$ cat config.mk
export PLATFORM = sky130hd
export DESIGN_NAME = half_single_float_converter_top
export DESIGN_NICKNAME = d
export VERILOG_FILES = /design/src/sv/hsfc_pkg.sv /design/src/sv/half_single_float_converter_top.sv /design/src/sv/hsfc_core.sv
export SDC_FILE = /design/constraint.sdc
export NUM_CORES = 1
export LEC_CHECK = 0
export ABC_AREA = 1
export BUFFER_PORTS_ARGS = -buffer_cell sky130_fd_sc_hd__buf_2
export CORE_UTILIZATION = 53
export DETAILED_ROUTE_END_ITERATION = 6
export GPL_ROUTABILITY_DRIVEN = 1
export PLACE_DENSITY = 0.77
export SYNTH_ARGS = -nofsm -noshare
export SYNTH_HDL_FRONTEND = slang
export SYNTH_HIERARCHICAL = 1
export SYNTH_SLANG_ARGS = --single-unit
$ cat constraint.sdc
create_clock -name clk_i -period 2.8 [get_ports clk_i]
set_input_delay 0.42 -clock clk_i [delete_from_list [all_inputs] [get_ports clk_i]]
set_output_delay 0.42 -clock clk_i [all_outputs]
set_load 0.01 [all_outputs]
$ cat src/sv/hsfc_pkg.sv
// Package with constants and the conversion functions for the half/single converter.
package hsfc_pkg;

  localparam int unsigned DataW = 32;

  typedef enum logic {
    ACT_H2S = 1'b0,
    ACT_S2H = 1'b1
  } action_e;

  // Half to single, exact. Subnormals are normalized by a priority encoder.
  function automatic logic [31:0] widen_half(input logic [15:0] h);
    logic       sgn;
    logic [4:0] ex;
    logic [9:0] man;
    logic [3:0] lz;
    logic [9:0] nm;
    logic [7:0] e;
    sgn = h[15];
    ex  = h[14:10];
    man = h[9:0];
    lz  = 4'd0;
    for (int i = 0; i < 10; i++) begin
      if (man[i]) lz = 4'(9 - i);
    end
    nm = 10'(man << (lz + 4'd1));
    e  = 8'(112) - 8'(lz);
    if (ex == 5'd0) begin
      if (man == 10'd0) widen_half = {sgn, 31'd0};
      else widen_half = {sgn, e, nm, 13'd0};
    end else if (ex == 5'h1F) begin
      widen_half = {sgn, 8'hFF, man, 13'd0};
    end else begin
      widen_half = {sgn, 8'(ex) + 8'd112, man, 13'd0};
    end
  endfunction

  // Single to half, round half away from zero.
  function automatic logic [15:0] narrow_single(input logic [31:0] f);
    logic [15:0] sgn;
    logic [7:0]  rex;
    logic [22:0] man;
    logic [23:0] fm;
    logic [4:0]  sh;
    logic [23:0] shd;
    logic [15:0] hm;
    sgn = {f[31], 15'd0};
    rex = f[30:23];
    man = f[22:0];
    fm  = {1'b1, man};
    // Subnormal range: raw exponent 102..112 gives shift 24..14. The shift is applied
    // one short so that the first dropped bit lands in bit 0.
    sh  = 5'(8'd125 - rex);
    shd = fm >> sh;
    hm  = 16'(shd[23:1]) + 16'(shd[0]);
    if (rex == 8'hFF) begin
      narrow_single = sgn | 16'h7C00 | (man != 23'd0 ? 16'h0200 : 16'h0000);
    end else if (rex >= 8'd143) begin
      narrow_single = sgn | 16'h7C00;
    end else if (rex <= 8'd112) begin
      if (rex < 8'd102) narrow_single = sgn;
      else narrow_single = sgn | hm;
    end else begin
      narrow_single = (sgn | {1'b0, 5'(rex - 8'd112), man[22:13]}) + 16'(man[12]);
    end
  endfunction

endpackage

$ cat src/sv/half_single_float_converter_top.sv
// Top level of the half/single precision converter.
// Usage: an item (action_i, operand_bits_i) is offered with in_valid_i and taken
// when in_ready_o is high. action_i low converts a half in the low 16 bits to a
// single; high converts a single to a half placed in the low 16 bits.
// The item is registered at the input, converted by combinational logic, and the
// result is captured in an output register shown with out_valid_o.
// out_valid_o rises once the item has passed through the input register and been
// captured in the output register; throughput is one item per cycle while the
// receiver keeps out_ready_i high, set by the two-stage register pipeline.
// When the receiver stalls the output register holds its item and the input
// register fills; in_ready_o drops only when both stages hold items and the
// receiver is not ready.
// Reset clears both valid flags; no item is in flight afterward.
module half_single_float_converter_top import hsfc_pkg::*; (
  input  logic             clk_i,
  input  logic             rst_ni,
  input  logic             in_valid_i,
  output logic             in_ready_o,
  input  logic             action_i,
  input  logic [DataW-1:0] operand_bits_i,
  output logic             out_valid_o,
  input  logic             out_ready_i,
  output logic [DataW-1:0] result_bits_o
);
  logic             s1_valid_q, s2_valid_q;
  logic             act_q;
  logic [DataW-1:0] op_q, res_d, res_q;
  logic             s2_load, s1_load;

  hsfc_core u_core (.action_i(act_q), .operand_bits_i(op_q), .result_bits_o(res_d));

  assign s2_load    = s1_valid_q && (!s2_valid_q || out_ready_i);
  assign in_ready_o = !s1_valid_q || s2_load;
  assign s1_load    = in_valid_i && in_ready_o;

  always_ff @(posedge clk_i or negedge rst_ni) begin
    if (!rst_ni) begin
      s1_valid_q <= 1'b0;
      s2_valid_q <= 1'b0;
    end else begin
      if (in_ready_o) s1_valid_q <= in_valid_i;
      if (s2_load) s2_valid_q <= 1'b1;
      else if (out_ready_i) s2_valid_q <= 1'b0;
    end
  end

  always_ff @(posedge clk_i) begin
    if (s1_load) begin
      act_q <= action_i;
      op_q  <= operand_bits_i;
    end
    if (s2_load) res_q <= res_d;
  end

  assign out_valid_o   = s2_valid_q;
  assign result_bits_o = res_q;

  a_hold: assert property (@(posedge clk_i) disable iff (!rst_ni)
    out_valid_o && !out_ready_i |=> out_valid_o && $stable(result_bits_o))
    else $error("result changed under stall");
  a_ready: assert property (@(posedge clk_i) disable iff (!rst_ni)
    !in_ready_o |-> s1_valid_q && s2_valid_q)
    else $error("input stalled without a full pipeline");
  a_half_hi: assert property (@(posedge clk_i) disable iff (!rst_ni)
    s2_load && act_q |=> result_bits_o[31:16] == 16'd0)
    else $error("half result has upper bits set");
endmodule

$ cat src/sv/hsfc_core.sv
// Combinational conversion datapath for one item.
module hsfc_core import hsfc_pkg::*; (
  input  logic             action_i,
  input  logic [DataW-1:0] operand_bits_i,
  output logic [DataW-1:0] result_bits_o
);
  always_comb begin
    if (action_i == ACT_S2H) result_bits_o = {16'd0, narrow_single(operand_bits_i)};
    else result_bits_o = widen_half(operand_bits_i[15:0]);
  end
endmodule
# Word level (Yosys, flattened, before mapping)
# Cells that the tools add are included.
# W data, S select, Z words.
# word_totals
register_bits	67
# op_classes
addsub	7
n_lt_le_gt_ge	3
eq_ne	2
shifts	2
muxes	22
bitwise_logic	3
n_reduce_logical	10
# op_table
op	n
$mux W31	3
$mux W16	5
$mux W4	11
$add A16 B1 Y16	2
$or A16 B16 Y16	2
$shr A24 B5 Y17	1
$reduce_bool A23 Y1	1
$or A16 B15 Y16	1
$logic_not A10 Y1	1
$mux W10	1
$shl A10 B4 Y10	1
$add A5 B7 Y8 const B	1
$eq A8 B8 Y1 const B	1
$ge A8 B8 Y1 const B	1
$le A8 B7 Y1 const B	1
$lt A8 B7 Y1 const B	1
$sub A7 B4 Y8 const A	1
$eq A5 B5 Y1 const B	1
$logic_not A5 Y1	1
$sub A5 B5 Y5 const A	1
$sub A5 B5 Y5 const B	1
$add A4 B1 Y4 const B	1
$logic_and A1 B1 Y1	2
$logic_not A1 Y1	2
other kinds (3)	5

# Logic depth before layout (Yosys ltp)
# Gate-level depths: netlist (run 1).
# logic_depth
depth_word	16
mapped_depth	22
mapped_depth_nobuf	19

# Hierarchy
# Netlist (run 1), hierarchy kept.
# modules_own_cells
module	instances	cells_each	area_each_um2	seq_area_each_um2
hsfc_core	1	600	3056.7	0.0
half_single_float_converter_top	1	77	2047.0	2001.9

# Worst setup path after synthesis (run 1)
# Ideal clock, no wire load.
# synth_timing
kind	register to register
startpoint	register op_q[24]
endpoint	register res_q[10] (netlist: result_bits_o[10]) (data pin)
setup_time_ns	0.254
t_arrival_ns	2.827
required_time_ns	2.546
setup_slack_ns	-0.281
path_stages_with_launch	21
period_less_slack_ns	3.081
cell_sequence	edfxtp_1 buf_6 inv_4 buf_2 ha_1 buf_2 inv_1 buf_2 nand3_1 nand2_1 nand2_1 a22oi_1 ha_1 nand2_1 nor2_4 nand2_4 nor2_8 nand2_1 nand2_1 a21oi_1 o21a_1
# synth_via
elab_chain_len	9
word_cells_on_any_way	13
classes_between	2 x add/sub; 3 x order compare; 1 x eq/ne; 1 x shift; 5 x mux; 1 x bitwise
# synth_rtl
element	line	rtl
start, declared	half_single_float_converter_top.sv:27	logic [DataW-1:0] op_q, res_d, res_q;
start signal, assigned	half_single_float_converter_top.sv:50	op_q <= operand_bits_i;
$sub A5 B5 Y5	hsfc_pkg.sv:53	sh = 5'(8'd125 - rex);
$shr A24 B5 Y17	hsfc_pkg.sv:54	shd = fm >> sh;
$add A16 B1 Y16	hsfc_pkg.sv:55	hm = 16'(shd[23:1]) + 16'(shd[0]);
$or A16 B16 Y16	hsfc_pkg.sv:62	else narrow_single = sgn | hm;
$mux W16	hsfc_pkg.sv:61	if (rex < 8'd102) narrow_single = sgn;
$mux W16	hsfc_pkg.sv:60	end else if (rex <= 8'd112) begin
$mux W16	hsfc_pkg.sv:58	end else if (rex >= 8'd143) begin
$mux W16 (*)	hsfc_pkg.sv:56	if (rex == 8'hFF) begin
$mux W16 (*)	hsfc_core.sv:8	if (action_i == ACT_S2H) result_bits_o = {16'd0, narrow_single(operand_bits_i)};
named net res_d[10]	half_single_float_converter_top.sv:27	
end signal, assigned	half_single_float_converter_top.sv:52	if (s2_load) res_q <= res_d;
end, declared	half_single_float_converter_top.sv:27	
# Mark *: on every way through the listed nets, which the timed path passes. The rest lies on a longest branch.
# A chain may end at the register's enable or synchronous reset.

# Final worst setup path (run 1)
# layout_timing
startpoint	register op_q[24]
endpoint	register res_q[11] (netlist: result_bits_o[11]) (data pin)
# Same word-level chain as after synthesis.

==> results.toml, run 1 <==
[status]
status = "finished, violations left"
violations = "setup timing"

[yosys]
syn_inst = 677
ys_ff_latch = 67
synth-edff-count = 65
netlist-cell-type-count = 43
seq_area_frac_synth = 0.392
ys_warn_count = 6
synth_flop_cell = "edfxtp_1"
synth_area_per_cell_sq_um = 7.54
syn-cell-area_sq_um = 5100
synthArstFlopShare = 0.0299
syn-num-nets = 723

[timing]
finalSetupViolCount = 1
worst_pin_slew_ps = 443
period_needed_ps = 2830
fmax_mhz = 353
hold_slack_ps = 226
finalMaxSlewViolations = 0
fin_setup_tns_ps = -34.5
slew_headroom = 0.701
fin_crit_sh = 1.01
setup_slack_ps = -34.5
rsz0062_at_grt = "true"
skew_ps = 16.0
finalHoldViolCount = 0

[placement]
place_congestion = 0.974
placed_cell_area_sq_um = 5780
port_buffers = 70
post-dp-hpwl_microns = 12100
pre_cts_ws_ps = -11.3

[detailed_routing]
routed_wl_microns = 16200
final_antenna_net_count = 0
route.detailed.drc = 0
dr.max_layer_used = "met4"
viasPerCell = 5.87
first_pass_iters = 7
drt-met1-wl_microns = 6730
wl_met3_microns = 1570
met2RoutedLength_microns = 7250
vias = 5398
wl_per_cell_microns = 17.6
drt_iter0_drc = 550

[floorplanning]
dieHeight_microns = 100
row_count = 35
die_area_sq_um = 10000
core_area_sq_um = 9280
ios = 71
die_w_microns = 100
initial_utilization = 0.550

[cells_and_area]
final_common_cell = "nand2_1"
syn_to_final_growth_pct = 22.9
final_layout_size_suffix_gt1_frac = 0.298
n_antenna_cell = 0
post-route-util = 0.676
fin_nets = 832
stdcell_area_sq_um = 6270
final_cell_mix = "142 x nand2_1, 132 x nand3_1, 70 x buf_2, 65 x edfxtp_1, 54 x buf_4"

[pwr]
leakagePower_nw = 2.81
irDropWorstVdd_v = 0.000335
power_density_nw_per_um2 = 474

[global_routing]
antenna_found_initial = 0
overflow = 0
grt_pass1_vias = 4968
grtUsageTotal = 0.331
grt_max_degree = 34
grt_pass1_wl_microns = 25100

[run]
cap_violations = 0

[worst_hold_path]
whs_path_depth = 1
hold_class = "input port to flip-flop"
min_from = "operand_bits_i[9]"

[worst_setup_path]
critPathKind = "flip-flop to flip-flop"
crit_fanout = 5
cp_data_arrival_time_ps = 2920
r2r-start = "op_q[24]$_DFFE_PP_"
end_kind = "flip-flop"
cp-startpoint = "op_q[24]$_DFFE_PP_"
worstPathRequired_ps = 2890
startpoint_type = "flip-flop"
rr_worst_depth = 16

[clocking]
clkTransAtPathRegs_ps = 90
cts_root_buffer = "clkbuf_8"
clock_latency_ps = 360
cts_inserted_buffers = 9
cts_tree = "done"
clockBufferDepth = 2
cts_sinks = 67
htreeDepth = 3
## synthesized netlist by cell type, types with 7 or more instances
cell,count,area (sq um)
nor3_1,10,50.1
buf_2,14,70.1
o21ai_0,30,150
inv_1,54,203
nand3_1,141,706
or2_2,8,50.1
clkbuf_1,11,41.3
edfxtp_1,65,1950
nand2_1,154,578
nand4_1,7,43.8
nand3_2,10,100
nor2_1,43,161
nand2_2,8,50.1
a21oi_1,41,205
ha_1,9,113
## registers in the layout (all words and copies together), names as in the netlist
name           count
op_q              32
result_bits_o     32
out_valid_o        1
act_q              1
s1_valid_q         1
## final cells by class
cell class / count / area (sq um)
Timing Repair inverter: 1 / 5.00
Timing Repair Buffer: 131 / 833
Fill cell: 794 / 3010
Multi-Input combinational cell: 514 / 2830
Inverter: 62 / 259
Tap cell: 129 / 161
Clock buffer: 9 / 124
Clock inverter: 7 / 60.1
Sequential cell: 67 / 2000
## worst paths after layout
path | endpoint | slack, ps
min in group asynchronous | out_valid_o$_DFFE_PN0P_ | 370
hold reg to reg | out_valid_o$_DFFE_PN0P_ | 590
setup reg to reg | result_bits_o[11]$_DFFE_PP_ | -30
max in group asynchronous | s1_valid_q$_DFFE_PN0P_ | 2330
setup / recovery | result_bits_o[11]$_DFFE_PP_ | -30
hold / removal | op_q[9]$_DFFE_PP_ | 230
## logic make-up after synthesis
group           after synthesis  share of synthesized area
compound gates               91                     0.0981
xor+xnor                      4                    0.00687
fa+ha+maj                     9                     0.0221
buf+inv                      96                     0.0853
flops                        67                      0.392
simple gates                410                      0.395
## metal layers
| metal | GRT usage | vias up |
|---|---|---|
| met1 | 0.455 | 2442 |
| met3 | 0.0682 | 59 |
| met2 | 0.496 | 346 |
| met5 | 0 | - |
| li1 | - | 2551 |
| met4 | 0.166 | 0 |
## worst max-delay path, cell delays in order, from the launching register on
cell and delay (ps):
edfxtp_1 410, buf_6 140, inv_8 40, ha_4 320
buf_4 150, nand3_2 100, nand2_1 90, nand2_1 60
a22oi_2 210, ha_2 250, nand2_2 70, nor2_4 160
nand2_2 100, nor2_1 160, nand2_1 110, nand3_1 120
a21oi_1 70
## where the power goes
group | leakage [nW] | switching (mW) | internal [mW]
logic | 2.07 | 0.599 | 0.343
registers | 0.654 | 0.0581 | 1.19
clock network | 0.0848 | 0.445 | 0.336
## through the flow
| step | power, mW | std cells |
|---|---|---|
| after floorplan | 1.83 | 677 |
| after global placement | 2.10 | 884 |
| after detailed placement | 2.11 | 884 |
| after CTS | 2.88 | 902 |
| after global routing | 3.12 | 920 |
| final | 2.97 | 920 |
## timing repair
item                                    CTS  global route
resized for setup                         1            45
buffers inserted                          1            17
hold endpoints to repair                  2             0
endpoints found under the setup margin    2            15
pin swaps                                 0            22
hold buffers                              1             0
cloned                                    0             1
No activity file was read; power rests on OpenSTA's default activity.
==> run 2, diff against run 1 <==
--- a/config.mk
+++ b/config.mk
@@ -10,7 +10,7 @@
 export CORE_UTILIZATION = 53
 export DETAILED_ROUTE_END_ITERATION = 6
 export GPL_ROUTABILITY_DRIVEN = 1
-export PLACE_DENSITY = 0.77
+export PLACE_DENSITY = 0.85
 export SYNTH_ARGS = -nofsm -noshare
 export SYNTH_HDL_FRONTEND = slang
 export SYNTH_HIERARCHICAL = 1
==> results.toml, run 2 (synthesis results as in run 1) <==
[worst_setup_path]
path_cells = "ha_2 > nand2_1 > inv_2 > nor2_4 > clkinv_4 > buf_8 > nand3_1 > nand3_2 > nand2_2 > nand2_2 > nor2_4 > nand2_4 > nor2_8 > nand3_2 > nand2_2 > nand3_2 > a21oi_2"
startpoint_type = "flip-flop"
crit_fanout = 8
cp_slowest_cell = "edfxtp_1"
end_kind = "flip-flop"
critPathKind = "flip-flop to flip-flop"
cp_data_arrival_time_ps = 3010
worstPathRequired_ps = 3000
cp_slowest_stage_delay_ps = 460

[timing]
period_needed_ps = 2810
rsz0062_at_grt = "true"
worst_pin_slew_ps = 904
finalMaxSlewViolations = 0
skew_ps = 14.8
setup_slack_ps = -7.61
finalSetupViolCount = 1
fin_crit_sh = 1.00
slew_headroom = 0.395
fmax_mhz = 356
finalHoldViolCount = 0

[cells_and_area]
final_common_cell = "nand2_1"
syn_to_final_growth_pct = 28.4
fin_nets = 846
seqCellArea_sq_um = 2000
final_cell_mix = "141 x nand2_1, 125 x nand3_1, 70 x buf_2, 65 x edfxtp_1, 65 x buf_4"
n_antenna_cell = 0
fillCellCount = 758
final_layout_size_suffix_gt1_frac = 0.328
stdcell_count = 934
multi_input_area_sq_um = 2910
stdcell_area_sq_um = 6560

[pwr]
leakagePower_nw = 2.93
irDropWorstVdd_v = 0.000308
power_density_nw_per_um2 = 488

[detailed_routing]
final_antenna_net_count = 0
vias = 5427
viasPerCell = 5.81
drt_iter0_drc = 536
first_pass_iters = 6
route.detailed.drc = 0
routed_wl_microns = 16000
wl_per_cell_microns = 17.1

[placement]
place_congestion = 0.964
placed_cell_area_sq_um = 5930
dp.cells = 896
post-dp-hpwl_microns = 11900
port_buffers = 70

[global_routing]
grtUsageMet3 = 0.0453
grt_max_degree = 34
grt_pass1_vias = 4862
use_met1 = 0.474
grt_pass1_wl_microns = 24800
use_met2 = 0.502
gr-max-usage-layer = "met2"
overflow = 0
antenna_found_initial = 0
grtUsageTotal = 0.326

[floorplanning]
ios = 71
dieHeight_microns = 100
core_area_sq_um = 9280
die_w_microns = 100
initial_utilization = 0.550
row_count = 35
die_area_sq_um = 10000

[clocking]
clockBufferDepth = 2
htreeDepth = 3
cts_inserted_buffers = 9
cts_tree = "done"
clock_latency_ps = 360
clkTransAtPathRegs_ps = 90
cts_root_buffer = "clkbuf_8"
cts_sinks = 67

[worst_hold_path]
hold_class = "input port to flip-flop"

[run]
cap_violations = 0

[status]
status = "finished, violations left"
violations = "setup timing"
run 2: changes by cell type in the layout (fill, tap and decap cells not counted), moves of 5 or more:
cell	previous run	this run
a21oi_1	40	35
a21oi_2	2	7
buf_12	0	5
buf_4	54	65
nand3_1	132	125
nand3_2	17	22
run 2: layer usage:
layer  up-vias  part of all wire
li1       2584                 -
met1      2480              0.43
met2       323              0.45
met3        40             0.093
met4         0             0.025
met5         -                 0
run 2: repair_timing:
action | in CTS | in global routing
hold buffers | 1 | 0
endpoints found under the setup margin | 6 | 16
setup buffers | 4 | 18
cloned | 0 | 0
endpoints found under the hold margin | 2 | 0
resized for setup | 2 | 62
pin swaps | 4 | 28
run 2: worst paths after layout:
check | slack, ps | startpoint | to | cells after the start
max in group asynchronous | 2320 | rst_ni | out_valid_o$_DFFE_PN0P_ | 2
hold reg to reg | 600 | s1_valid_q$_DFFE_PN0P_ | s1_valid_q$_DFFE_PN0P_ | 2
setup reg to reg | -8 | op_q[25]$_DFFE_PP_ | result_bits_o[13]$_DFFE_PP_ | 17
setup / recovery | -8 | op_q[25]$_DFFE_PP_ | result_bits_o[13]$_DFFE_PP_ | 17
min in group asynchronous | 380 | rst_ni | s1_valid_q$_DFFE_PN0P_ | 2
hold / removal | 230 | operand_bits_i[15] | op_q[15]$_DFFE_PP_ | 1
run 2: power by group:
group / internal [mW] / total [mW] / switching, mW / leakage (nW)
Combinational: 0.393 / 1.01 / 0.615 / 2.17
Clock: 0.513 / 0.943 / 0.430 / 0.112
Sequential: 1.19 / 1.25 / 0.0554 / 0.654
Total: 2.10 / 3.20 / 1.10 / 2.93
run 2: critical path: cells and delay by family (launching register included):
| family | cells | cell delay (ps) |
|---|---|---|
| adder cells (fa/ha/maj) | 1 | 230 |
| flip-flops | 1 | 460 |
| AO/OA/AOI/OAI | 1 | 190 |
| buffers and inverters | 3 | 370 |
| AND/OR/NAND/NOR | 12 | 1380 |
run 2: area by class of cell:
| class | instances | share of cell area |
|---|---|---|
| tap | 129 | 0.0246 |
| inverter | 62 | 0.0395 |
| clock inverter | 6 | 0.0145 |
| clock buffer | 10 | 0.0195 |
| sequential | 67 | 0.305 |
| timing repair buffer | 146 | 0.153 |
| multi-input combinational | 514 | 0.444 |
run 2: metrics by stage:
stage | hold WS (ps) | worst slack [ps] | utilization | setup TNS, ps | total power, mW
global placement | 205 | 33.2 | 0.639 | 0 | 2.13
CTS | 219 | 2.37 | 0.668 | 0 | 3.08
global route | 210 | -167 | 0.706 | -1320 | 3.33
detailed placement | 214 | -26.2 | 0.639 | -39.8 | 2.14
finish | 231 | -7.61 | 0.706 | -7.61 | 3.20
floorplan | 124 | 5.06 | - | 0 | 1.83
==> run 3, diff against run 2 <==
--- a/config.mk
+++ b/config.mk
@@ -8,6 +8,7 @@
 export ABC_AREA = 1
 export BUFFER_PORTS_ARGS = -buffer_cell sky130_fd_sc_hd__buf_2
 export CORE_UTILIZATION = 53
+export CTS_CLUSTER_SIZE = 28
 export DETAILED_ROUTE_END_ITERATION = 6
 export GPL_ROUTABILITY_DRIVEN = 1
 export PLACE_DENSITY = 0.85
@@ -15,3 +16,4 @@
 export SYNTH_HDL_FRONTEND = slang
 export SYNTH_HIERARCHICAL = 1
 export SYNTH_SLANG_ARGS = --single-unit
+export TNS_END_PERCENT = 10
==> results.toml, run 3 (synthesis results as in run 1) <==
[floorplanning]
row_count = 35
initial_utilization = 0.550
dieHeight_microns = 100
die_w_microns = 100
core_area_sq_um = 9280
die_area_sq_um = 10000
ios = 71

[pwr]
irDropWorstVdd_v = 0.000305
power.total_mw = 3.17
leakagePower_nw = 2.92
power_density_nw_per_um2 = 488

[global_routing]
grtUsageTotal = 0.326
grt_pass1_vias = 4862
antenna_found_initial = 0
grt_pass1_wl_microns = 24800
overflow = 0
grt_max_degree = 34

[cells_and_area]
final_layout_size_suffix_gt1_frac = 0.315
post-route-util = 0.700
stdcell_count = 931
n_antenna_cell = 0
syn_to_final_growth_pct = 27.3
final_cell_mix = "143 x nand2_1, 126 x nand3_1, 70 x buf_2, 65 x edfxtp_1, 63 x buf_4"
fin_nets = 843
fillCellCount = 764
final_common_cell = "nand2_1"

[timing]
worst_pin_slew_ps = 830
fin_setup_tns_ps = 0
fin_crit_sh = 0.995
skew_ps = 14.0
rsz0062_at_grt = "true"
setup_slack_ps = 14.6
fmax_mhz = 359
finalMaxSlewViolations = 0
slew_headroom = 0.444
period_needed_ps = 2790
finalHoldViolCount = 0
finalSetupViolCount = 0

[worst_setup_path]
path_buf_inv = 4
critPathTopFamily = "simple AND/OR/NAND/NOR gates"
timing.rr.end = "result_bits_o[10]$_DFFE_PP_"
critPathKind = "flip-flop to flip-flop"
cp_slowest_cell = "edfxtp_1"
startpoint_type = "flip-flop"
end_kind = "flip-flop"
crit_fanout = 6
worstPathRequired_ps = 2900
path_cells = "buf_4 > buf_4 > nand2_1 > nor2_4 > inv_2 > nand2_2 > nand2_4 > buf_6 > a32o_2 > ha_2 > nand2_2 > nor2_4 > nand2_4 > nor2_8 > nand2_2 > nand2_2 > a21oi_1 > o21a_1"
cp_data_arrival_time_ps = 2890
cp_slowest_stage_delay_ps = 460
rr_worst_depth = 18
path_common_cell = "nand2_2"
r2r-start = "op_q[25]$_DFFE_PP_"
r2r_slack_ps = 10

[run]
cap_violations = 0

[detailed_routing]
wl_per_cell_microns = 17.0
final_antenna_net_count = 0
viasPerCell = 5.77
vias = 5373
first_pass_iters = 5
routed_wl_microns = 15800
drt_iter0_drc = 527
route.detailed.drc = 0

[placement]
pre_cts_ws_ps = -26.2
place_congestion = 0.964
post-dp-hpwl_microns = 11900
dp.cells = 896
port_buffers = 70

[clocking]
cts_root_buffer = "clkbuf_8"
cts_tree = "done"
htreeDepth = 3
clock_latency_ps = 350
clockBufferDepth = 2
clkTransAtPathRegs_ps = 90
cts_sinks = 67
cts_inserted_buffers = 9

[worst_hold_path]
holdPathEnd = "op_q[15]$_DFFE_PP_"
hold_class = "input port to flip-flop"
min_from = "operand_bits_i[15]"
whs_path_depth = 1

[status]
status = "finished clean"
-- run 3: cell types whose count changed in the layout (fill, tap and decap cells not counted), sizes merged --
cell | before | now
clkbuf | 11 | 10
buf | 144 | 142
clkinvlp | 1 | 0
inv | 62 | 63
-- run 3: worst max path at each step --
stage,slack [ps],end,startpoint,cells after the start
finish,10,result_bits_o[10]$_DFFE_PP_,op_q[25]$_DFFE_PP_,18
global route,-170,result_bits_o[10]$_DFFE_PP_,op_q[25]$_DFFE_PP_,19
CTS,2,result_bits_o[10]$_DFFE_PP_,op_q[24]$_DFFE_PP_,18
floorplan,5,result_bits_o[10]$_DFFE_PP_,op_q[24]$_DFFE_PP_,20
detailed placement,-30,result_bits_o[10]$_DFFE_PP_,op_q[24]$_DFFE_PP_,17
global placement,30,result_bits_o[10]$_DFFE_PP_,op_q[24]$_DFFE_PP_,17
-- run 3: final cells by class --
cell class                      count  area (sq um)  area share
Sequential cell                    67          2000       0.308
Clock buffer                       10           128      0.0196
Multi-Input combinational cell    514          2870       0.442
Inverter                           62           253      0.0389
Timing Repair Buffer              143           982       0.151
Tap cell                          129           161      0.0249
Clock inverter                      6          95.1      0.0146
-- run 3: layer usage --
metal / up-vias / routed length (microns) / track usage
met1: 2453 / 7020 / 0.474
met2: 305 / 7010 / 0.502
li1: 2575 / - / -
met3: 40 / 1310 / 0.0453
met5: - / 0 / 0
met4: 0 / 466 / 0.109
-- run 3: where the power goes --
group	switching [mW]	internal [mW]	total [mW]
registers	0.0552	1.19	1.25
logic	0.603	0.380	0.983
clock network	0.425	0.513	0.938
-- run 3: repair_timing --
action,4_1_cts,5_1_grt
buffers inserted,4,15
hold endpoints to repair,2,0
hold buffers,1,0
endpoints found under the setup margin,6,16
pin swaps,4,24
resized for setup,2,53
-- run 3: metrics by stage --
step | hold WS (ps) | cell area [sq um]
6_report | 236 | 6490
3_5_place_dp | 214 | 5930
3_3_place_gp | 205 | 5930
5_1_grt | 210 | 6490
4_1_cts | 219 | 6200
2_1_floorplan | 124 | 5160
